[src/sv/sed_pkg.sv]
// ----------------------------------------------------------------------------
// sed_pkg
// Types, codes and helper functions for the string escape decoder.
// ----------------------------------------------------------------------------
package sed_pkg;

  localparam int CP_W    = 21;
  localparam int ACC_W   = 32;
  localparam int MAX_RES = 5;
  localparam int CNT_W   = 3;

  typedef enum logic [2:0] {
    ST_BYTE           = 3'd0,
    ST_END_IN_ESCAPE  = 3'd1,
    ST_BAD_DIGIT      = 3'd2,
    ST_BAD_CODE_POINT = 3'd3,
    ST_COMPLETE       = 3'd4
  } status_t;

  typedef enum logic [1:0] {
    MODE_PLAIN,
    MODE_AFTER_BSLASH,
    MODE_DIGITS
  } mode_t;

  typedef enum logic [1:0] {
    KIND_HEX_BYTE,
    KIND_UNICODE,
    KIND_OCTAL
  } kind_t;

  typedef struct packed {
    logic [CP_W-1:0] code_point;
    logic            end_of_text;
  } in_t;

  typedef struct packed {
    logic [7:0] out_byte;
    status_t    status;
    logic       run_end;
  } out_t;

  typedef struct packed {
    logic [3:0][7:0] bytes;
    logic [2:0]      len;
  } utf8_t;

  // characters of the literal text
  localparam logic [CP_W-1:0] CH_BSLASH = 21'h5C;
  localparam logic [CP_W-1:0] CH_SQUOTE = 21'h27;
  localparam logic [CP_W-1:0] CH_DQUOTE = 21'h22;
  localparam logic [CP_W-1:0] CH_UNDER  = 21'h5F;
  localparam logic [CP_W-1:0] CH_LO_A   = 21'h61;
  localparam logic [CP_W-1:0] CH_LO_B   = 21'h62;
  localparam logic [CP_W-1:0] CH_LO_E   = 21'h65;
  localparam logic [CP_W-1:0] CH_LO_F   = 21'h66;
  localparam logic [CP_W-1:0] CH_LO_N   = 21'h6E;
  localparam logic [CP_W-1:0] CH_LO_R   = 21'h72;
  localparam logic [CP_W-1:0] CH_LO_T   = 21'h74;
  localparam logic [CP_W-1:0] CH_LO_U   = 21'h75;
  localparam logic [CP_W-1:0] CH_LO_V   = 21'h76;
  localparam logic [CP_W-1:0] CH_LO_X   = 21'h78;
  localparam logic [CP_W-1:0] CH_UP_A   = 21'h41;
  localparam logic [CP_W-1:0] CH_UP_F   = 21'h46;
  localparam logic [CP_W-1:0] CH_UP_U   = 21'h55;
  localparam logic [CP_W-1:0] CH_ZERO   = 21'h30;
  localparam logic [CP_W-1:0] CH_SEVEN  = 21'h37;
  localparam logic [CP_W-1:0] CH_NINE   = 21'h39;

  // control bytes
  localparam logic [7:0] BYTE_BEL = 8'h07;
  localparam logic [7:0] BYTE_BS  = 8'h08;
  localparam logic [7:0] BYTE_ESC = 8'h1B;
  localparam logic [7:0] BYTE_LF  = 8'h0A;
  localparam logic [7:0] BYTE_CR  = 8'h0D;
  localparam logic [7:0] BYTE_TAB = 8'h09;
  localparam logic [7:0] BYTE_VT  = 8'h0B;

  localparam logic [ACC_W-1:0] CP_MAX     = 32'h0010_FFFF;
  localparam logic [ACC_W-1:0] SURR_FIRST = 32'h0000_D800;
  localparam logic [ACC_W-1:0] SURR_LAST  = 32'h0000_DFFF;

  // utf-8 layout, first byte in bytes[0]
  function automatic utf8_t utf8_encode(logic [CP_W-1:0] cp);
    utf8_t r;
    r = '0;
    if (cp < 21'h80) begin
      r.bytes[0] = cp[7:0];
      r.len      = 3'd1;
    end else if (cp < 21'h800) begin
      r.bytes[0] = {3'b110, cp[10:6]};
      r.bytes[1] = {2'b10, cp[5:0]};
      r.len      = 3'd2;
    end else if (cp < 21'h10000) begin
      r.bytes[0] = {4'b1110, cp[15:12]};
      r.bytes[1] = {2'b10, cp[11:6]};
      r.bytes[2] = {2'b10, cp[5:0]};
      r.len      = 3'd3;
    end else begin
      r.bytes[0] = {5'b11110, cp[20:18]};
      r.bytes[1] = {2'b10, cp[17:12]};
      r.bytes[2] = {2'b10, cp[11:6]};
      r.bytes[3] = {2'b10, cp[5:0]};
      r.len      = 3'd4;
    end
    return r;
  endfunction

  // {valid, value}
  function automatic logic [4:0] digit_value(logic [CP_W-1:0] cp, kind_t kind);
    logic [4:0] r;
    r = '0;
    if (kind == KIND_OCTAL) begin
      if (cp >= CH_ZERO && cp <= CH_SEVEN) r = {1'b1, 4'(cp - CH_ZERO)};
    end else if (cp >= CH_ZERO && cp <= CH_NINE) begin
      r = {1'b1, 4'(cp - CH_ZERO)};
    end else if (cp >= CH_LO_A && cp <= CH_LO_F) begin
      r = {1'b1, 4'(cp - CH_LO_A + 21'd10)};
    end else if (cp >= CH_UP_A && cp <= CH_UP_F) begin
      r = {1'b1, 4'(cp - CH_UP_A + 21'd10)};
    end
    return r;
  endfunction

endpackage

[src/sv/string_escape_decoder_core.sv]
// ----------------------------------------------------------------------------
// string_escape_decoder_core
// Decodes a string literal, one code point per request, into UTF-8 bytes.
// ----------------------------------------------------------------------------
// One request is decoded in the cycle it is accepted and its results (up to
// five: four UTF-8 bytes and a completion status) are loaded into a result
// register that shifts out one result per cycle while out_stall is low. The
// next request is accepted in the cycle the last result of the one before
// leaves, so results flow with no gap. Requests that yield no result
// (backslash, escape digits) are taken one per cycle while the result
// register is empty. The single-result output register sets the rate of the
// stream.
module string_escape_decoder_core (
  input  logic           clk,
  input  logic           rst_n,
  input  logic           in_valid,
  output logic           in_stall,
  input  sed_pkg::in_t   in_data,
  output logic           out_valid,
  input  logic           out_stall,
  output sed_pkg::out_t  out_data
);

  sed_pkg::mode_t                  mode_r, mode_nxt;
  sed_pkg::kind_t                  kind_r, kind_nxt;
  logic [3:0]                      dl_r, dl_nxt;
  logic [sed_pkg::ACC_W-1:0]       acc_r, acc_nxt;
  logic                            err_r, err_nxt;

  sed_pkg::out_t                   q_r [sed_pkg::MAX_RES];
  sed_pkg::out_t                   q_nxt [sed_pkg::MAX_RES];
  logic [sed_pkg::CNT_W-1:0]       cnt_r, cnt_nxt;

  sed_pkg::out_t                   list [sed_pkg::MAX_RES];
  logic [sed_pkg::CNT_W-1:0]       n;

  logic                            in_fire;
  logic                            pop;
  logic [sed_pkg::CP_W-1:0]        cp;
  logic                            last;
  logic                            do_enc, do_byte, do_flag, do_eie;
  logic [sed_pkg::CP_W-1:0]        enc_src;
  logic [7:0]                      byte_val;
  sed_pkg::status_t                flag_stat;
  sed_pkg::utf8_t                  enc;
  logic [4:0]                      dv;
  logic [sed_pkg::ACC_W-1:0]       acc_new;
  logic [3:0]                      dl_dec;

  assign in_stall  = (cnt_r > 3'd1) || ((cnt_r == 3'd1) && out_stall);
  assign in_fire   = in_valid && !in_stall;
  assign pop       = (cnt_r != '0) && !out_stall;
  assign out_valid = (cnt_r != '0);
  assign out_data  = q_r[0];
  assign cp        = in_data.code_point;
  assign last      = in_data.end_of_text;

  // decode
  always_comb begin
    mode_nxt  = mode_r;
    kind_nxt  = kind_r;
    dl_nxt    = dl_r;
    acc_nxt   = acc_r;
    err_nxt   = err_r;
    do_enc    = 1'b0;
    do_byte   = 1'b0;
    do_flag   = 1'b0;
    do_eie    = 1'b0;
    enc_src   = cp;
    byte_val  = '0;
    flag_stat = sed_pkg::ST_BAD_DIGIT;
    dv        = '0;
    acc_new   = acc_r;
    dl_dec    = dl_r;

    if (in_fire && !err_r) begin
      unique case (mode_r)
        sed_pkg::MODE_PLAIN: begin
          if (cp == sed_pkg::CH_BSLASH) begin
            mode_nxt = sed_pkg::MODE_AFTER_BSLASH;
          end else begin
            do_enc  = 1'b1;
            enc_src = cp;
          end
        end
        sed_pkg::MODE_AFTER_BSLASH: begin
          mode_nxt = sed_pkg::MODE_PLAIN;
          priority if (cp == sed_pkg::CH_LO_A) begin
            do_byte = 1'b1; byte_val = sed_pkg::BYTE_BEL;
          end else if (cp == sed_pkg::CH_LO_B) begin
            do_byte = 1'b1; byte_val = sed_pkg::BYTE_BS;
          end else if (cp == sed_pkg::CH_LO_E) begin
            do_byte = 1'b1; byte_val = sed_pkg::BYTE_ESC;
          end else if (cp == sed_pkg::CH_LO_N) begin
            do_byte = 1'b1; byte_val = sed_pkg::BYTE_LF;
          end else if (cp == sed_pkg::CH_LO_R) begin
            do_byte = 1'b1; byte_val = sed_pkg::BYTE_CR;
          end else if (cp == sed_pkg::CH_LO_T) begin
            do_byte = 1'b1; byte_val = sed_pkg::BYTE_TAB;
          end else if (cp == sed_pkg::CH_LO_V) begin
            do_byte = 1'b1; byte_val = sed_pkg::BYTE_VT;
          end else if (cp == sed_pkg::CH_BSLASH || cp == sed_pkg::CH_SQUOTE ||
                       cp == sed_pkg::CH_DQUOTE) begin
            do_byte = 1'b1; byte_val = cp[7:0];
          end else if (cp == sed_pkg::CH_LO_X) begin
            mode_nxt = sed_pkg::MODE_DIGITS;
            kind_nxt = sed_pkg::KIND_HEX_BYTE;
            dl_nxt   = 4'd2;
            acc_nxt  = '0;
          end else if (cp == sed_pkg::CH_LO_U) begin
            mode_nxt = sed_pkg::MODE_DIGITS;
            kind_nxt = sed_pkg::KIND_UNICODE;
            dl_nxt   = 4'd4;
            acc_nxt  = '0;
          end else if (cp == sed_pkg::CH_UP_U) begin
            mode_nxt = sed_pkg::MODE_DIGITS;
            kind_nxt = sed_pkg::KIND_UNICODE;
            dl_nxt   = 4'd8;
            acc_nxt  = '0;
          end else begin
            dv = sed_pkg::digit_value(cp, sed_pkg::KIND_OCTAL);
            if (!dv[4]) begin
              do_flag   = 1'b1;
              flag_stat = sed_pkg::ST_BAD_DIGIT;
            end else begin
              mode_nxt = sed_pkg::MODE_DIGITS;
              kind_nxt = sed_pkg::KIND_OCTAL;
              dl_nxt   = 4'd2;
              acc_nxt  = {{(sed_pkg::ACC_W-3){1'b0}}, dv[2:0]};
            end
          end
        end
        sed_pkg::MODE_DIGITS: begin
          if (cp != sed_pkg::CH_UNDER) begin
            dv = sed_pkg::digit_value(cp, kind_r);
            if (!dv[4]) begin
              mode_nxt  = sed_pkg::MODE_PLAIN;
              do_flag   = 1'b1;
              flag_stat = sed_pkg::ST_BAD_DIGIT;
            end else begin
              acc_new = (kind_r == sed_pkg::KIND_OCTAL) ?
                        {acc_r[sed_pkg::ACC_W-4:0], dv[2:0]} :
                        {acc_r[sed_pkg::ACC_W-5:0], dv[3:0]};
              acc_nxt = acc_new;
              dl_dec  = (dl_r != 4'd0) ? dl_r - 4'd1 : 4'd0;
              dl_nxt  = dl_dec;
              if (dl_dec == 4'd0) begin
                mode_nxt = sed_pkg::MODE_PLAIN;
                if (kind_r == sed_pkg::KIND_UNICODE) begin
                  if (acc_new > sed_pkg::CP_MAX ||
                      (acc_new >= sed_pkg::SURR_FIRST && acc_new <= sed_pkg::SURR_LAST)) begin
                    do_flag   = 1'b1;
                    flag_stat = sed_pkg::ST_BAD_CODE_POINT;
                  end else begin
                    do_enc  = 1'b1;
                    enc_src = acc_new[sed_pkg::CP_W-1:0];
                  end
                end else begin
                  do_byte  = 1'b1;
                  byte_val = acc_new[7:0];
                end
              end
            end
          end
        end
        default: begin
          mode_nxt = sed_pkg::MODE_PLAIN;
        end
      endcase
      if (do_flag) err_nxt = 1'b1;
      if (last && !err_nxt && mode_nxt != sed_pkg::MODE_PLAIN) begin
        do_eie  = 1'b1;
        err_nxt = 1'b1;
      end
    end

    if (in_fire && last) begin
      mode_nxt = sed_pkg::MODE_PLAIN;
      kind_nxt = sed_pkg::KIND_HEX_BYTE;
      dl_nxt   = '0;
      acc_nxt  = '0;
      err_nxt  = 1'b0;
    end
  end

  assign enc = sed_pkg::utf8_encode(enc_src);

  // result list for this request
  always_comb begin
    n = '0;
    for (int i = 0; i < sed_pkg::MAX_RES; i++) begin
      list[i] = '0;
    end
    if (do_enc) begin
      for (int k = 0; k < 4; k++) begin
        if (3'(k) < enc.len) begin
          list[n].out_byte = enc.bytes[k];
          list[n].status   = sed_pkg::ST_BYTE;
          n = n + 3'd1;
        end
      end
    end
    if (do_byte) begin
      list[n].out_byte = byte_val;
      list[n].status   = sed_pkg::ST_BYTE;
      n = n + 3'd1;
    end
    if (do_flag) begin
      list[n].status = flag_stat;
      n = n + 3'd1;
    end
    if (do_eie) begin
      list[n].status = sed_pkg::ST_END_IN_ESCAPE;
      n = n + 3'd1;
    end
    if (last) begin
      list[n].status = sed_pkg::ST_COMPLETE;
      n = n + 3'd1;
    end
    for (int i = 0; i < sed_pkg::MAX_RES; i++) begin
      list[i].run_end = ((3'(i) + 3'd1) == n);
    end
  end

  // result shift register
  always_comb begin
    q_nxt   = q_r;
    cnt_nxt = cnt_r;
    if (pop) begin
      for (int i = 0; i < sed_pkg::MAX_RES - 1; i++) begin
        q_nxt[i] = q_r[i+1];
      end
      cnt_nxt = cnt_r - 3'd1;
    end
    if (in_fire && n != '0) begin
      q_nxt   = list;
      cnt_nxt = n;
    end
  end

  always_ff @(posedge clk) begin
    if (!rst_n) begin
      mode_r <= sed_pkg::MODE_PLAIN;
      kind_r <= sed_pkg::KIND_HEX_BYTE;
      dl_r   <= '0;
      acc_r  <= '0;
      err_r  <= 1'b0;
      cnt_r  <= '0;
    end else begin
      mode_r <= mode_nxt;
      kind_r <= kind_nxt;
      dl_r   <= dl_nxt;
      acc_r  <= acc_nxt;
      err_r  <= err_nxt;
      cnt_r  <= cnt_nxt;
    end
  end

  always_ff @(posedge clk) begin
    q_r <= q_nxt;
  end

endmodule

[config.mk]
export PLATFORM = sky130hd
export DESIGN_NAME = string_escape_decoder_core
export DESIGN_NICKNAME = d
export VERILOG_FILES = /design/src/sv/sed_pkg.sv /design/src/sv/string_escape_decoder_core.sv
export SDC_FILE = /design/constraint.sdc
export NUM_CORES = 1
export LEC_CHECK = 0
export BUFFER_PORTS_ARGS = -buffer_cell sky130_fd_sc_hd__buf_2
export CAP_MARGIN = 20
export CORE_MARGIN = 1
export CORE_UTILIZATION = 35
export DETAILED_ROUTE_END_ITERATION = 8
export GPL_TIMING_DRIVEN = 0
export PLACE_DENSITY_LB_ADDON = 0.3
export SLEW_MARGIN = 40
export SYNTH_ARGS = -nofsm -noshare
export SYNTH_HDL_FRONTEND = slang
export SYNTH_SLANG_ARGS = --single-unit
[constraint.sdc]
create_clock -name clk -period 9.85 [get_ports clk]
set_clock_uncertainty 0.05 [all_clocks]
set_input_delay 0.985 -clock clk [delete_from_list [all_inputs] [get_ports clk]]
set_output_delay 0.985 -clock clk [all_outputs]
set_load 0.005 [all_outputs]
==> metrics.md <==
| Metric | Value |
|---|---|
| Flop pwr share | 38.0% |
| Static Leak | 3.00 nW |
| Endpoint class of the critical path | flip-flop |
| Post-Syn Area | 0.00785 mm² |
| FMAX | 120 MHz |
| #FFs+latches synth | 101 |
| Combinational Power Share | 42.0% |
| Vias in the first global route | 7,213 |
| Die Y | 152 µm |
| Inserted Diodes | 0 |
| Post-layout min period | 8360 ps |
| Crit path DAT | 8440 ps |
| CTS max path bufs | 2 |
| Routed Antenna Nets | 0 |
| HPWL Detailed | 19.2 mm |
| Die width | 152 µm |
| Root Driver | clkbuf_16 |
| Iter 0 DRT Violations | 888 |
| Router iterations before antenna repair | 6 |
| Internal power | 0.00110 W |
| Hold crit path type | reg -> reg |
| Sw Pwr | 0.000670 W |
| Status | finished, final reports clean |
| WS Path Type | reg -> reg |
| Worst EP required | 9930 ps |
| Pins over their slew limit | 0 |
| Most frequent cells in the layout | nand2_1 (148), nor2_1 (67), a21oi_1 (65), edfxtp_1 (60), o21ai_0 (50) |
| Synth Flop Type | edfxtp_1 |
| Row cnt | 54 |
| DR vias/cell | 6.01 |
| Clk Latency, worst-skew pair | 360 ps |
| Dominant cell type by area after synthesis | edfxtp_1 |
| Most frequent cell on the critical path | ha_1 |
| Sequential area share after synthesis | 33.4% |
| Asr flop ratio synth | 0% |
| Cell count after synthesis | 946 |
| Period utilisation layout | 84.9% |
| Pwr dens | 203 mW/mm² |
| Initial core utilization | 35.9% |
| RSZ-0062 raised after global routing | false |
| GRT Total Usage | 22.6% |
| Net Sw Frac | 37.9% |
| Slew margin rel. | 38.7% |
| DRT Wirelength | 25.1 mm |
| Die area | 0.0230 mm² |
| H-tree depth reported by CTS | 3 |
| Clk sinks | 101 |
| Area Overhead vs Synth | 10.8% |
| Clock Pin Slew Worst Setup and Hold Paths | 80 ps |
| Max Cap Viol | 0 |
| Routability congestion estimate | 0.931 |
| Hold Violations, Final | 0 |
| Maximum fanout along the worst path | 21 |
| Hold Buf Count CTS | 0 |
| Avg Cell Area, Syn | 8.30 µm² |
| Number of top-level pins | 40 |
| Core Footprint | 0.0219 mm² |
| CTS tree | yes |
| Power, Total | 0.00177 W |
| Worst vdd ir | 112 µV |
| Buffers on Ports | 38 |
| Wire per inst | 19.6 µm |
| Post-synth EDFFs | 60 |
| Initial antenna violation count | 0 |
| # Post-CTS Setup Buffers | 0 |
| PostCTS Resize Cnt | 0 |
| Final setup violation count | 0 |
| Unique cell type count in the Yosys netlist | 98 |
| Clock share of power | 19.9% |
| First-pass GRT wire length | 39.7 mm |
| CP max stage delay | 720 ps |
| Largest net degree at the start of global routing | 44 |
| Worst slew pin tran | 909 ps |
| Worst setup SP type | flip-flop |
| Post-route DRC violation count | 0 |
| Top post-synthesis cells by area | edfxtp_1 (23%), dfxtp_1 (10%), nand2_1 (7.1%) |
| Share of the synthesized area in the top cell type | 22.9% |
| Total grt overflow | 0 |
| Fin nets | 1,039 |
| Final core utilization | 39.7% |
| Ys Warns | 0 |
| CP delay by family, top | simple AND/OR/NAND/NOR gates |
| Layout cells sized above 1 | 11.5% |
| Buf/Inv on CP | 7 |
| Commonest non-fill, non-tap cell in the layout | nand2_1 |
| CP max-delay cell | nor4_1 |
| Setup tns final | 0 ps |
| Number of buffers created by CTS | 9 |
| Vias | 7,702 |
worst register-to-register path, delay by kind of cell (launching register included):
family / cells / cell delay (ps)
buf+inv: 7 / 1190
compound gates: 7 / 2300
mux: 1 / 430
flops: 1 / 350
simple gates: 9 / 2730
fa+ha+maj: 4 / 1110
Yosys cell counts (15+ instances only):
cell      number
nand2_1      148
nor2_1        67
a21oi_1       65
edfxtp_1      60
o21ai_0       50
dfxtp_1       41
nand3_1       40
clkbuf_1      38
inv_1         36
nor3_1        32
mux2_1        28
ha_1          15
mux2i_1       15
final cells by class:
cell class / count / area (µm²)
Clock buffer: 10 / 229
Clock inverter: 5 / 41.3
Timing Repair Buffer: 39 / 210
Tap cell: 280 / 350
Sequential cell: 101 / 2620
Inverter: 39 / 149
Buffer: 64 / 327
Fill cell: 2291 / 13200
Multi-Input combinational cell: 744 / 4770
power groups by stage:
stage               combinational, W  clock (W)  sequential [W]
global route                0.000821   0.000373        0.000687
floorplan                   0.000525          0        0.000674
CTS                         0.000743   0.000359        0.000674
finish                      0.000744   0.000352        0.000673
detailed placement          0.000739          0        0.000683
global placement            0.000717          0        0.000688
metrics by stage:
stage | worst slack, ps | instances | instance area (µm²) | hold WS [ps]
2_1_floorplan | 2260 | 948 | 7860 | 379
3_3_place_gp | 555 | 1266 | 8400 | 393
3_5_place_dp | 1190 | 1267 | 8430 | 396
4_1_cts | 1550 | 1282 | 8700 | 412
5_1_grt | 996 | 1282 | 8700 | 435
6_report | 1490 | 1282 | 8700 | 404
state kept, by name (all words and copies together), names as in the netlist:
signal	flops
q_r	48
acc_r	29
out_data	12
dl_r	4
cnt_r	3
kind_r	2
mode_r	2
err_r	1
worst paths after layout:
| check | start | endpoint | slack (ps) | cells past startpoint |
|---|---|---|---|---|
| worst min-delay path | acc_r[27]$_SDFFE_PP0P_ | acc_r[27]$_SDFFE_PP0P_ | 400 | 2 |
| worst max-delay path | kind_r[0]$_SDFFE_PP0P_ | out_data[3]$_DFFE_PP_ | 1490 | 28 |
| worst min register to register | acc_r[27]$_SDFFE_PP0P_ | acc_r[27]$_SDFFE_PP0P_ | 400 | 2 |
| worst max register to register | kind_r[0]$_SDFFE_PP0P_ | out_data[3]$_DFFE_PP_ | 1490 | 28 |
layer usage:
layer  vias to the layer above  track usage (%)  routed length [µm]
met3                        63             4.16                1950
li1                       3612                -                   -
met5                         -                0                   0
met1                      3692             31.1               11300
met2                       335             34.5               11100
met4                         0             9.75                 810
cell families after synthesis:
group           share of synthesized area [%]
xor+xnor                                 1.72
other cells                            0.0478
simple gates                             26.2
fa+ha+maj                                2.39
buf+inv                                  6.02
mux                                      6.79
compound gates                           23.5
flops                                    33.4
No activity file was read; power rests on OpenSTA's default activity.
